<file path="config.mk">
export PLATFORM = sky130hd
export DESIGN_NAME = terminal_input_escape_decoder_core
export DESIGN_NICKNAME = d
export VERILOG_FILES = /design/src/rtl/core/tied_pkg.sv /design/src/rtl/core/tied_front.sv /design/src/rtl/core/tied_queue.sv /design/src/rtl/core/tied_back.sv /design/src/rtl/core/terminal_input_escape_decoder_core.sv
export SDC_FILE = /design/constraint.sdc
export NUM_CORES = 1
export LEC_CHECK = 0
export BUFFER_PORTS_ARGS = -buffer_cell sky130_fd_sc_hd__buf_2
export CAP_MARGIN = 15
export CORE_ASPECT_RATIO = 0.7
export CORE_MARGIN = 2
export CORE_UTILIZATION = 60
export DETAILED_ROUTE_END_ITERATION = 8
export MAX_ROUTING_LAYER = met4
export PLACE_DENSITY = 0.8
export SLEW_MARGIN = 30
export SYNTH_ARGS = -nofsm -noshare
export SYNTH_HDL_FRONTEND = slang
export SYNTH_SLANG_ARGS = --single-unit
</file>
<file path="constraint.sdc">
create_clock -name i_clk -period 14.4 [get_ports i_clk]
set_input_delay 2.88 -clock i_clk [delete_from_list [all_inputs] [get_ports i_clk]]
set_output_delay 2.88 -clock i_clk [all_outputs]
set_load 0.02 [all_outputs]
</file>
<file path="src/rtl/core/tied_pkg.sv">
// Package of the terminal input decoder: types, codes and the tilde key table.
`timescale 1ns / 1ps
package tied_pkg;

    localparam int MAX_PARAMS  = 6;
    localparam int PARAM_WIDTH = 16;
    localparam int IDX_W       = $clog2(MAX_PARAMS);

    typedef enum logic [2:0] {
        MODE_GROUND, MODE_UTF8, MODE_ESC, MODE_SS3, MODE_CSI_START, MODE_CSI_PARAM
    } t_mode;

    localparam logic [1:0] KIND_CHAR  = 2'd0;
    localparam logic [1:0] KIND_NAMED = 2'd1;
    localparam logic [1:0] KIND_MOUSE = 2'd2;

    localparam logic [4:0] KEY_UP     = 5'd0;
    localparam logic [4:0] KEY_DOWN   = 5'd1;
    localparam logic [4:0] KEY_RIGHT  = 5'd2;
    localparam logic [4:0] KEY_LEFT   = 5'd3;
    localparam logic [4:0] KEY_HOME   = 5'd4;
    localparam logic [4:0] KEY_END    = 5'd5;
    localparam logic [4:0] KEY_BTAB   = 5'd6;
    localparam logic [4:0] KEY_INS    = 5'd7;
    localparam logic [4:0] KEY_DEL    = 5'd8;
    localparam logic [4:0] KEY_PGUP   = 5'd9;
    localparam logic [4:0] KEY_PGDN   = 5'd10;
    localparam logic [4:0] KEY_F1     = 5'd11;
    localparam logic [4:0] KEY_ESCAPE = 5'd23;

    localparam logic [2:0] MOD_NONE  = 3'd0;
    localparam logic [2:0] MOD_SHIFT = 3'd1;
    localparam logic [2:0] MOD_ALT   = 3'd2;
    localparam logic [2:0] MOD_CTRL  = 3'd4;

    localparam logic [2:0] BTN_PRIMARY   = 3'd0;
    localparam logic [2:0] BTN_AUX       = 3'd1;
    localparam logic [2:0] BTN_SECONDARY = 3'd2;
    localparam logic [2:0] BTN_WHUP      = 3'd3;
    localparam logic [2:0] BTN_WHDN      = 3'd4;
    localparam logic [2:0] BTN_MOVE      = 3'd5;

    localparam logic [1:0] ACT_PRESS   = 2'd0;
    localparam logic [1:0] ACT_RELEASE = 2'd1;
    localparam logic [1:0] ACT_DRAG    = 2'd2;

    localparam logic [7:0] CH_NUL   = 8'h00;
    localparam logic [7:0] CH_TAB   = 8'h09;
    localparam logic [7:0] CH_LF    = 8'h0a;
    localparam logic [7:0] CH_CR    = 8'h0d;
    localparam logic [7:0] CH_ESC   = 8'h1b;
    localparam logic [7:0] CH_SPACE = 8'h20;
    localparam logic [7:0] CH_ZERO  = 8'h30;
    localparam logic [7:0] CH_NINE  = 8'h39;
    localparam logic [7:0] CH_SEMI  = 8'h3b;
    localparam logic [7:0] CH_LT    = 8'h3c;
    localparam logic [7:0] CH_O     = 8'h4f;
    localparam logic [7:0] CH_LBRK  = 8'h5b;
    localparam logic [7:0] CH_M_UP  = 8'h4d;
    localparam logic [7:0] CH_M_LO  = 8'h6d;
    localparam logic [7:0] CH_TILDE = 8'h7e;
    localparam logic [7:0] CH_A = 8'h41;
    localparam logic [7:0] CH_B = 8'h42;
    localparam logic [7:0] CH_C = 8'h43;
    localparam logic [7:0] CH_D = 8'h44;
    localparam logic [7:0] CH_F = 8'h46;
    localparam logic [7:0] CH_H = 8'h48;
    localparam logic [7:0] CH_P = 8'h50;
    localparam logic [7:0] CH_Q = 8'h51;
    localparam logic [7:0] CH_R = 8'h52;
    localparam logic [7:0] CH_S = 8'h53;
    localparam logic [7:0] CH_Z = 8'h5a;

    typedef struct packed {
        logic signed [16:0] mouse_y;
        logic signed [16:0] mouse_x;
        logic [1:0]  mouse_action;
        logic [2:0]  mouse_button;
        logic [2:0]  modifiers;
        logic [4:0]  named_key;
        logic [20:0] char_code;
        logic [1:0]  event_kind;
    } t_event;

    // Handshake from the output stage back to the queue.
    typedef struct packed {
        logic pop;
    } t_q_ctl;

    // Key for a '~' sequence; valid low when the code is unknown.
    function automatic logic [5:0] tilde_key(input logic [PARAM_WIDTH-1:0] p);
        logic [5:0] r;
        r = 6'd0;
        case (p)
            PARAM_WIDTH'(1):  r = {1'b1, KEY_HOME};
            PARAM_WIDTH'(2):  r = {1'b1, KEY_INS};
            PARAM_WIDTH'(3):  r = {1'b1, KEY_DEL};
            PARAM_WIDTH'(4):  r = {1'b1, KEY_END};
            PARAM_WIDTH'(5):  r = {1'b1, KEY_PGUP};
            PARAM_WIDTH'(6):  r = {1'b1, KEY_PGDN};
            PARAM_WIDTH'(11): r = {1'b1, KEY_F1};
            PARAM_WIDTH'(12): r = {1'b1, KEY_F1 + 5'd1};
            PARAM_WIDTH'(13): r = {1'b1, KEY_F1 + 5'd2};
            PARAM_WIDTH'(14): r = {1'b1, KEY_F1 + 5'd3};
            PARAM_WIDTH'(15): r = {1'b1, KEY_F1 + 5'd4};
            PARAM_WIDTH'(17): r = {1'b1, KEY_F1 + 5'd5};
            PARAM_WIDTH'(18): r = {1'b1, KEY_F1 + 5'd6};
            PARAM_WIDTH'(19): r = {1'b1, KEY_F1 + 5'd7};
            PARAM_WIDTH'(20): r = {1'b1, KEY_F1 + 5'd8};
            PARAM_WIDTH'(21): r = {1'b1, KEY_F1 + 5'd9};
            PARAM_WIDTH'(23): r = {1'b1, KEY_F1 + 5'd10};
            PARAM_WIDTH'(24): r = {1'b1, KEY_F1 + 5'd11};
            default:          r = 6'd0;
        endcase
        return r;
    endfunction

endpackage

</file>
<file path="src/rtl/core/tied_front.sv">
// Front end: parses bytes and ticks and produces decoded events.
`timescale 1ns / 1ps
module tied_front (
    input  logic                 i_clk,
    input  logic                 i_rst_n,
    input  logic                 i_take,
    input  logic                 i_op,
    input  logic [7:0]           i_byte,
    input  logic [15:0]          i_timeout,
    output logic                 o_push,
    output tied_pkg::t_event     o_event
);

    localparam int PW = tied_pkg::PARAM_WIDTH;
    localparam int IW = tied_pkg::IDX_W;

    tied_pkg::t_mode r_mode, n_mode;
    logic [20:0] r_acc, n_acc;
    logic [1:0]  r_rem, n_rem;
    logic [PW-1:0] r_par [tied_pkg::MAX_PARAMS];
    logic [PW-1:0] n_par [tied_pkg::MAX_PARAMS];
    logic [IW-1:0] r_idx, n_idx;
    logic        r_sgr, n_sgr;
    logic [15:0] r_cnt, n_cnt;

    logic [15:0]   cnt_inc;
    logic [PW+3:0] digit_sum;
    logic [PW-1:0] digit_sat;
    logic [20:0]   acc_shift;
    logic          is_digit;

    assign cnt_inc   = (r_cnt == 16'hffff) ? r_cnt : r_cnt + 16'd1;
    assign digit_sum = ({4'd0, r_par[r_idx]} << 3) + ({4'd0, r_par[r_idx]} << 1)
                     + {{PW{1'b0}}, i_byte[3:0]};
    assign digit_sat = (digit_sum[PW+3:PW] != 4'd0) ? {PW{1'b1}} : digit_sum[PW-1:0];
    assign acc_shift = {r_acc[14:0], i_byte[5:0]};
    assign is_digit  = (i_byte >= tied_pkg::CH_ZERO) && (i_byte <= tied_pkg::CH_NINE);

    // Next state.
    always_comb begin
        n_mode = r_mode;
        n_acc  = r_acc;
        n_rem  = r_rem;
        n_par  = r_par;
        n_idx  = r_idx;
        n_sgr  = r_sgr;
        n_cnt  = r_cnt;
        if (i_take) begin
            if (i_op) begin
                if (r_mode == tied_pkg::MODE_ESC) begin
                    if (cnt_inc >= i_timeout) begin
                        n_mode = tied_pkg::MODE_GROUND;
                        n_cnt  = 16'd0;
                    end else begin
                        n_cnt = cnt_inc;
                    end
                end
            end else begin
                unique case (r_mode)
                    tied_pkg::MODE_UTF8: begin
                        n_acc = acc_shift;
                        n_rem = (r_rem != 2'd0) ? r_rem - 2'd1 : r_rem;
                        if (r_rem <= 2'd1) n_mode = tied_pkg::MODE_GROUND;
                    end
                    tied_pkg::MODE_ESC: begin
                        n_cnt = 16'd0;
                        if (i_byte == tied_pkg::CH_O) begin
                            n_mode = tied_pkg::MODE_SS3;
                        end else if (i_byte == tied_pkg::CH_LBRK) begin
                            n_mode = tied_pkg::MODE_CSI_START;
                            for (int k = 0; k < tied_pkg::MAX_PARAMS; k++) n_par[k] = '0;
                            n_idx = '0;
                            n_sgr = 1'b0;
                        end else begin
                            n_mode = tied_pkg::MODE_GROUND;
                        end
                    end
                    tied_pkg::MODE_SS3: n_mode = tied_pkg::MODE_GROUND;
                    tied_pkg::MODE_CSI_START, tied_pkg::MODE_CSI_PARAM: begin
                        n_mode = tied_pkg::MODE_CSI_PARAM;
                        if (r_mode == tied_pkg::MODE_CSI_START && i_byte == tied_pkg::CH_LT) begin
                            n_sgr = 1'b1;
                        end else if (i_byte == tied_pkg::CH_SEMI) begin
                            if (r_idx < IW'(tied_pkg::MAX_PARAMS - 1)) n_idx = r_idx + 1'b1;
                        end else if (is_digit) begin
                            n_par[r_idx] = digit_sat;
                        end else begin
                            n_mode = tied_pkg::MODE_GROUND;
                        end
                    end
                    default: begin
                        if (i_byte == tied_pkg::CH_ESC) begin
                            n_mode = tied_pkg::MODE_ESC;
                            n_cnt  = 16'd0;
                        end else if (i_byte[7]) begin
                            n_mode = tied_pkg::MODE_UTF8;
                            if (i_byte[7:5] == 3'b110) begin
                                n_acc = {16'd0, i_byte[4:0]};
                                n_rem = 2'd1;
                            end else if (i_byte[7:4] == 4'b1110) begin
                                n_acc = {17'd0, i_byte[3:0]};
                                n_rem = 2'd2;
                            end else begin
                                n_acc = {18'd0, i_byte[2:0]};
                                n_rem = 2'd3;
                            end
                        end
                    end
                endcase
            end
        end
    end

    // Event output.
    always_comb begin
        logic [PW-1:0] b;
        logic [5:0]    tk;
        logic [4:0]    key;
        logic          key_ok;
        b      = r_par[0];
        tk     = tied_pkg::tilde_key(r_par[0]);
        key    = tied_pkg::KEY_UP;
        key_ok = 1'b0;
        o_push  = 1'b0;
        o_event = '0;
        if (i_take) begin
            if (i_op) begin
                if (r_mode == tied_pkg::MODE_ESC && cnt_inc >= i_timeout) begin
                    o_push = 1'b1;
                    o_event.event_kind = tied_pkg::KIND_NAMED;
                    o_event.named_key  = tied_pkg::KEY_ESCAPE;
                end
            end else begin
                unique case (r_mode)
                    tied_pkg::MODE_UTF8: begin
                        if (r_rem <= 2'd1) begin
                            o_push = 1'b1;
                            o_event.char_code = acc_shift;
                        end
                    end
                    tied_pkg::MODE_ESC: begin
                        if (i_byte != tied_pkg::CH_O && i_byte != tied_pkg::CH_LBRK) begin
                            o_push = 1'b1;
                            o_event.char_code = {13'd0, i_byte};
                            o_event.modifiers = tied_pkg::MOD_ALT;
                        end
                    end
                    tied_pkg::MODE_SS3: begin
                        key_ok = 1'b1;
                        case (i_byte)
                            tied_pkg::CH_A: key = tied_pkg::KEY_UP;
                            tied_pkg::CH_B: key = tied_pkg::KEY_DOWN;
                            tied_pkg::CH_C: key = tied_pkg::KEY_RIGHT;
                            tied_pkg::CH_D: key = tied_pkg::KEY_LEFT;
                            tied_pkg::CH_H: key = tied_pkg::KEY_HOME;
                            tied_pkg::CH_F: key = tied_pkg::KEY_END;
                            tied_pkg::CH_P: key = tied_pkg::KEY_F1;
                            tied_pkg::CH_Q: key = tied_pkg::KEY_F1 + 5'd1;
                            tied_pkg::CH_R: key = tied_pkg::KEY_F1 + 5'd2;
                            tied_pkg::CH_S: key = tied_pkg::KEY_F1 + 5'd3;
                            default:        key_ok = 1'b0;
                        endcase
                        o_push = key_ok;
                        o_event.event_kind = tied_pkg::KIND_NAMED;
                        o_event.named_key  = key;
                    end
                    tied_pkg::MODE_CSI_START, tied_pkg::MODE_CSI_PARAM: begin
                        if (!(r_mode == tied_pkg::MODE_CSI_START && i_byte == tied_pkg::CH_LT)
                                && i_byte != tied_pkg::CH_SEMI && !is_digit) begin
                            if (r_sgr && (i_byte == tied_pkg::CH_M_UP
                                          || i_byte == tied_pkg::CH_M_LO)) begin
                                o_push = 1'b1;
                                o_event.event_kind = tied_pkg::KIND_MOUSE;
                                o_event.modifiers  = {b[4], b[3], b[2]};
                                if (b[6]) begin
                                    o_event.mouse_button = (b[1:0] == 2'd0) ?
                                        tied_pkg::BTN_WHUP : tied_pkg::BTN_WHDN;
                                    o_event.mouse_action = tied_pkg::ACT_PRESS;
                                end else if (b[5] && b[1:0] == 2'd3) begin
                                    o_event.mouse_button = tied_pkg::BTN_MOVE;
                                    o_event.mouse_action = tied_pkg::ACT_DRAG;
                                end else begin
                                    o_event.mouse_button =
                                        (b[1:0] == 2'd0) ? tied_pkg::BTN_PRIMARY :
                                        (b[1:0] == 2'd1) ? tied_pkg::BTN_AUX :
                                        tied_pkg::BTN_SECONDARY;
                                    o_event.mouse_action =
                                        (i_byte == tied_pkg::CH_M_LO) ? tied_pkg::ACT_RELEASE :
                                        b[5] ? tied_pkg::ACT_DRAG : tied_pkg::ACT_PRESS;
                                end
                                o_event.mouse_x = 17'({1'b0, r_par[1]} - 17'd1);
                                o_event.mouse_y = 17'({1'b0, r_par[2]} - 17'd1);
                            end else begin
                                key_ok = 1'b1;
                                case (i_byte)
                                    tied_pkg::CH_A: key = tied_pkg::KEY_UP;
                                    tied_pkg::CH_B: key = tied_pkg::KEY_DOWN;
                                    tied_pkg::CH_C: key = tied_pkg::KEY_RIGHT;
                                    tied_pkg::CH_D: key = tied_pkg::KEY_LEFT;
                                    tied_pkg::CH_H: key = tied_pkg::KEY_HOME;
                                    tied_pkg::CH_F: key = tied_pkg::KEY_END;
                                    tied_pkg::CH_Z: key = tied_pkg::KEY_BTAB;
                                    tied_pkg::CH_TILDE: begin
                                        key    = tk[4:0];
                                        key_ok = tk[5];
                                    end
                                    default: key_ok = 1'b0;
                                endcase
                                o_push = key_ok;
                                o_event.event_kind = tied_pkg::KIND_NAMED;
                                o_event.named_key  = key;
                                o_event.modifiers  = (r_idx != '0) ?
                                    3'(r_par[1] - PW'(1)) : tied_pkg::MOD_NONE;
                            end
                        end
                    end
                    default: begin
                        if (i_byte == tied_pkg::CH_ESC || i_byte == tied_pkg::CH_NUL) begin
                            o_push = 1'b0;
                        end else if (i_byte < tied_pkg::CH_SPACE && i_byte != tied_pkg::CH_CR
                                     && i_byte != tied_pkg::CH_TAB && i_byte != tied_pkg::CH_LF) begin
                            o_push = 1'b1;
                            o_event.char_code = {13'd0, i_byte + 8'h60};
                            o_event.modifiers = tied_pkg::MOD_CTRL;
                        end else if (i_byte == tied_pkg::CH_LF) begin
                            o_push = 1'b1;
                            o_event.char_code = {13'd0, tied_pkg::CH_CR};
                        end else if (!i_byte[7]) begin
                            o_push = 1'b1;
                            o_event.char_code = {13'd0, i_byte};
                        end
                    end
                endcase
            end
        end
    end

    always_ff @(posedge i_clk) begin
        if (!i_rst_n) begin
            r_mode <= tied_pkg::MODE_GROUND;
            r_acc  <= '0;
            r_rem  <= '0;
            for (int k = 0; k < tied_pkg::MAX_PARAMS; k++) r_par[k] <= '0;
            r_idx  <= '0;
            r_sgr  <= 1'b0;
            r_cnt  <= '0;
        end else begin
            r_mode <= n_mode;
            r_acc  <= n_acc;
            r_rem  <= n_rem;
            r_par  <= n_par;
            r_idx  <= n_idx;
            r_sgr  <= n_sgr;
            r_cnt  <= n_cnt;
        end
    end

endmodule

</file>
<file path="src/rtl/core/tied_queue.sv">
// Two-entry event queue between the parser and the output stage.
`timescale 1ns / 1ps
module tied_queue (
    input  logic             i_clk,
    input  logic             i_rst_n,
    input  logic             i_push,
    input  tied_pkg::t_event i_event,
    output logic             o_full,
    input  logic             i_pop,
    output logic             o_nempty,
    output tied_pkg::t_event o_event
);

    tied_pkg::t_event r_mem [2];
    logic       r_wp, r_rp;
    logic [1:0] r_cnt;

    assign o_full   = (r_cnt == 2'd2);
    assign o_nempty = (r_cnt != 2'd0);
    assign o_event  = r_mem[r_rp];

    always_ff @(posedge i_clk) begin
        if (i_push) r_mem[r_wp] <= i_event;
    end

    always_ff @(posedge i_clk) begin
        if (!i_rst_n) begin
            r_wp  <= 1'b0;
            r_rp  <= 1'b0;
            r_cnt <= 2'd0;
        end else begin
            if (i_push) r_wp <= ~r_wp;
            if (i_pop)  r_rp <= ~r_rp;
            r_cnt <= r_cnt + {1'b0, i_push} - {1'b0, i_pop};
        end
    end

endmodule

</file>
<file path="src/rtl/core/tied_back.sv">
// Back end: output register that presents events on the result stream.
`timescale 1ns / 1ps
module tied_back (
    input  logic             i_clk,
    input  logic             i_rst_n,
    input  logic             i_q_nempty,
    input  tied_pkg::t_event i_event,
    output tied_pkg::t_q_ctl o_ctl,
    output logic             o_valid,
    input  logic             i_ready,
    output logic [71:0]      o_data
);

    logic             r_valid;
    tied_pkg::t_event r_data;
    logic             load;

    assign load         = i_q_nempty && (!r_valid || i_ready);
    assign o_ctl.pop    = load;
    assign o_valid      = r_valid;
    assign o_data       = {2'b00, r_data};

    always_ff @(posedge i_clk) begin
        if (!i_rst_n) begin
            r_valid <= 1'b0;
        end else if (load) begin
            r_valid <= 1'b1;
        end else if (i_ready) begin
            r_valid <= 1'b0;
        end
    end

    always_ff @(posedge i_clk) begin
        if (load) r_data <= i_event;
    end

endmodule

</file>
<file path="src/rtl/core/terminal_input_escape_decoder_core.sv">
// Top level of the terminal input escape decoder.
`timescale 1ns / 1ps
// Decodes a stream of raw terminal bytes and timer ticks into key and mouse
// events. Each input transfer carries either a byte (tuser low) or one tick
// (tuser high), and gives at most one event transfer. The parser updates its
// state in the cycle the transfer is accepted, so a new item is taken every
// cycle while the queue has a free entry; a result passes through the event
// queue register and then the output register. A two-entry queue separates
// the parser from the output register, so the input keeps flowing while a
// result waits to be taken and stalls only once both queue entries are held.
// A lone ESC is reported as the Escape key once esc_timeout_ticks ticks have
// passed; the register sits at APB address 0 and resets to 40. Configuration
// should only be written while no transfer is in flight.
module terminal_input_escape_decoder_core (
    input  logic        i_clk,
    input  logic        i_rst_n,
    input  logic        s_axis_tvalid,
    output logic        s_axis_tready,
    input  logic [7:0]  s_axis_tdata,   // [7:0] in_byte
    input  logic        s_axis_tuser,   // [0] operation
    output logic        m_axis_tvalid,
    input  logic        m_axis_tready,
    // [1:0] event_kind, [22:2] char_code, [27:23] named_key, [30:28] modifiers,
    // [33:31] mouse_button, [35:34] mouse_action, [52:36] mouse_x, [69:53] mouse_y
    output logic [71:0] m_axis_tdata,
    input  logic        psel,
    input  logic        penable,
    input  logic        pwrite,
    input  logic [2:0]  paddr,
    input  logic [31:0] pwdata,
    output logic [31:0] prdata,
    output logic        pready
);

    logic [15:0]      r_timeout;
    logic             take;
    logic             push;
    logic             q_full;
    tied_pkg::t_event ev_front;
    tied_pkg::t_event ev_queue;
    tied_pkg::t_q_ctl q_ctl;
    logic             q_nempty;

    // Configuration register: one 16-bit timeout, read at byte address 0 and written at any address with paddr[2] low.
    assign pready = 1'b1;
    assign prdata = (paddr == 3'd0) ? {16'd0, r_timeout} : 32'd0;

    always_ff @(posedge i_clk) begin
        if (!i_rst_n) begin
            r_timeout <= 16'd40;
        end else if (psel && penable && pwrite && pready && paddr[2] == 1'b0) begin
            r_timeout <= pwdata[15:0];
        end
    end

    // The input is held only while the queue has no free entry.
    assign s_axis_tready = !q_full;
    assign take          = s_axis_tvalid && s_axis_tready;

    tied_front u_front (
        .i_clk     (i_clk),
        .i_rst_n   (i_rst_n),
        .i_take    (take),
        .i_op      (s_axis_tuser),
        .i_byte    (s_axis_tdata),
        .i_timeout (r_timeout),
        .o_push    (push),
        .o_event   (ev_front)
    );

    tied_queue u_queue (
        .i_clk    (i_clk),
        .i_rst_n  (i_rst_n),
        .i_push   (push),
        .i_event  (ev_front),
        .o_full   (q_full),
        .i_pop    (q_ctl.pop),
        .o_nempty (q_nempty),
        .o_event  (ev_queue)
    );

    tied_back u_back (
        .i_clk      (i_clk),
        .i_rst_n    (i_rst_n),
        .i_q_nempty (q_nempty),
        .i_event    (ev_queue),
        .o_ctl      (q_ctl),
        .o_valid    (m_axis_tvalid),
        .i_ready    (m_axis_tready),
        .o_data     (m_axis_tdata)
    );

endmodule

</file>
==> run_results.csv <==
group,metric,value,unit
finish,fillers,2225,
yosys,async_flop_share,0,
finish,diodes,0,
setup_path,r2r_end,"u_front.r_par[89]",
setup_path,end_kind,"register",
sta,hold_viol_final,0,
cts,numClockSinks,373,
yosys,synthCells,1814,
setup_path,path_cells,"buf_2 > fa_1 > ha_1 > a211oi_1 > o21a_1 > a2111oi_2 > nor3_1 > a2111oi_4 > nand2_1 > nor2_1 > o21ai_0 > and2_1",
setup_path,cp_max_fo,19,
hold_path,hold_start,"u_front.r_cnt[10]",
setup_path,max_stage_delay,690,ps
cts,cts_tree,"done",
sta,setup_viol,0,
pwr,power_frac_clock,0.370,
placed_design,dp_hpwl,30520,um
yosys,synth-warning-count,0,
placed_design,io_buffers,122,
setup_path,critPathKind,"in -> reg",
yosys,ys_types,82,
status,status,"completed",
setup_path,required,14830,ps
cts,insertion_delay,560,ps
drt,drc,0,
pwr,peakVddDrop,0.09750,mV
pwr,switching_power,0.7320,mW
cts,cts.path.max_buffers,3,
finish,stdcell_area,20590,um^2
sta,worst_pin_slew,932.7,ps
sta,final.period_utilization,0.4797,
global_routing,grt_usage,0.2965,
sta,rsz0062_at_grt,"no",
global_routing,grt_pass1_wl,72040,um
run,cap_viol_max_count,0,
yosys,ys_ff_latch,373,
cts,htreeDepth,2,
pwr,power.internal,1.982,mW
sta,fin_skew,23.10,ps
sta,tns,0,ps
setup_path,worst_path_max_delay_cell,"nor2_1",
die,rows,53,
finish,drive_gt1_frac,0.1661,
cts,ctsResizeCount,0,
placed_design,placed_cell_area,19290,um^2
setup_path,worstReg2RegStart,"u_front.r_idx[0]",
die,die_h,150.9,um
sta,slew_headroom,0.3782,
yosys,syn-cell-area,18490,um^2
setup_path,r2r_slack,7880,ps
global_routing,grt_max_degree,100,
finish,syn_to_final_growth,11.36,%
global_routing,gr-total-overflow,0,
cts,holdBufCountCts,0,
sta,min_period,6908,ps
drt,wl,46120,um
yosys,yosys_most_used_dff,"edfxtp_1",
finish,nets,1994,
cts,clkTransAtPathRegs,60,ps
yosys,yosysSeqAreaShare,0.5175,
hold_path,hp-class,"reg -> reg",
yosys,postSynthAreaPerCell,10.19,um^2
pwr,p_sw_frac,0.2697,
drt,ant_nets,0,
die,initial_core_util,0.6129,
setup_path,critPathArrivalTime,7340,ps
hold_path,min_path_cells,2,
pwr,p_leak,7.801,nW
sta,drv_slew,0,
pwr,powerDensity,131.8,nW/um^2
cts,root_buffer,"clkbuf_16",
pwr,p_seq_frac,0.472,
cts,post_cts_buffers,0,
hold_path,hold_end,"u_front.r_cnt[10]",
global_routing,grt_pass1_vias,13170,
die,die_area,32260,um^2
drt,drt_pre_antenna_iters,6,
placed_design,globalplace.congestion,0.9154,
die,ios,158,
drt,drtIter0Drc,1478,
global_routing,antenna_found_initial,0,
drt,avgViaCountPerCell,6.125,
die,coreArea,30170,um^2
yosys,synth_edf_count,210,
setup_path,reg2reg_depth,16,
die,die_w,213.8,um
drt,routedWlPerCell,19.87,um
cts,cts_buffers,37,
sta,fmax,0.1448,GHz
pwr,combPwrFrac,0.158,
setup_path,start_kind,"primary input",
drt,vias,14220,
-- placed cells by master (no fill, tap or decap), types with 56 or more instances in the layout --
cell type    n
dfxtp_1    162
nor2_1     211
o21ai_0     56
ha_1        61
a21oi_1    116
mux2_2      78
buf_2      122
nand3_1    123
nand2_1    115
edfxtp_1   210
o21a_1      62
-- kinds of logic (layout without fill, tap and decap cells) --
family	after synthesis	count (layout)	share of synthesized area
XOR/XNOR	52	52	0.02463
buffers and inverters	185	263	0.04242
flip-flops	373	373	0.5175
adder cells (fa/ha/maj)	63	63	0.04344
AO/OA/AOI/OAI	362	362	0.1299
other	2	19	0.0004061
AND/OR/NAND/NOR	671	671	0.1764
multiplexers	106	106	0.06536
-- metrics by stage --
step	power [mW]	hold slack (ps)	cells	util	setup slack (ps)
detailed placement	1.733	451.6	2252	0.6395	7061
global placement	1.721	438.8	2251	0.6382	7122
CTS	2.728	459.0	2320	0.6812	7503
floorplan	1.613	427.6	1831	-	4117
global route	2.815	484.0	2321	0.6825	7201
finish	2.714	465.8	2321	0.6825	7492
-- registers in the layout, indices dropped and copies added (netlist names), 2 cells and up, named ones only --
register / flops
u_front.r_cnt: 16
r_timeout: 16
u_queue.r_mem: 140
u_queue.r_cnt: 2
u_front.r_rem: 2
u_front.r_acc: 15
u_front.r_idx: 3
u_front.r_mode: 3
u_back.o_data: 70
u_front.r_par: 96
-- how the worst max path moves through the flow --
| stage | from | end | slack (ps) |
|---|---|---|---|
| floorplan | s_axis_tdata[6] | u_queue.r_mem[1][0] | 4120 |
| global placement | paddr[1] | prdata[3] | 7120 |
| detailed placement | s_axis_tdata[3] | u_front.r_par[89] | 7060 |
| CTS | paddr[1] | prdata[3] | 7500 |
| global route | s_axis_tdata[3] | u_front.r_par[89] | 7200 |
| finish | s_axis_tdata[3] | u_front.r_par[89] | 7490 |
-- per-layer routing --
metal	share of wire	GRT usage	vias to the layer above
li1	-	-	6651
met1	0.46	0.4420	6805
met2	0.42	0.4075	699
met3	0.11	0.07112	60
met4	0.015	0.06597	0
met5	0	-	-
-- synthesized netlist by cell type, types with 11 or more instances --
cell,count,area [um^2]
o21a_1,62,465.5
and2_1,47,294.0
inv_1,50,187.7
o21ai_0,57,285.3
dfxtp_1,163,3263
nor4_1,15,93.84
a22oi_1,15,112.6
nand2b_1,14,87.58
nor2_1,212,795.8
nand2_1,118,442.9
buf_4,20,150.1
nand3_1,124,620.6
a31oi_1,11,68.82
a21o_1,17,127.6
ha_1,61,763.2
o22ai_1,13,81.33
nor3_1,35,175.2
mux2i_1,24,240.2
xor2_1,22,192.7
mux2_2,78,878.3
and3_1,23,143.9
nor2b_1,14,87.58
a21oi_1,116,580.6
clkbuf_1,98,367.9
nand4_1,15,93.84
edfxtp_1,210,6306
xnor2_1,30,262.8
-- critical path, delay by kind of cell --
kind / cells / cell delay (ps)
adders and majority gates: 2 / 810
AOI/OAI and AO/OA: 5 / 1590
buffers and inverters: 1 / 380
and+or+nand+nor: 4 / 1670
-- power groups by stage --
| stage | Sequential (mW) | Combinational [mW] | Clock [mW] |
|---|---|---|---|
| 6_report | 1.28 | 0.430 | 1.00 |
| 5_1_grt | 1.29 | 0.468 | 1.06 |
| 4_1_cts | 1.28 | 0.432 | 1.01 |
| 3_5_place_dp | 1.30 | 0.429 | 0 |
| 3_3_place_gp | 1.30 | 0.422 | 0 |
| 2_1_floorplan | 1.40 | 0.212 | 0 |
-- layout make-up --
type	instances	area [um^2]	share of cell area
multi-input cells	1273	8267	0.4014
inverters	55	210.2	0.01021
repair buffers	140	773.2	0.03755
flip-flops and latches	373	9570	0.4647
clock inverters	24	274.0	0.01331
well taps	412	515.5	0.02503
clock buffers	44	983.4	0.04776
(Power assumes the default switching activity.)
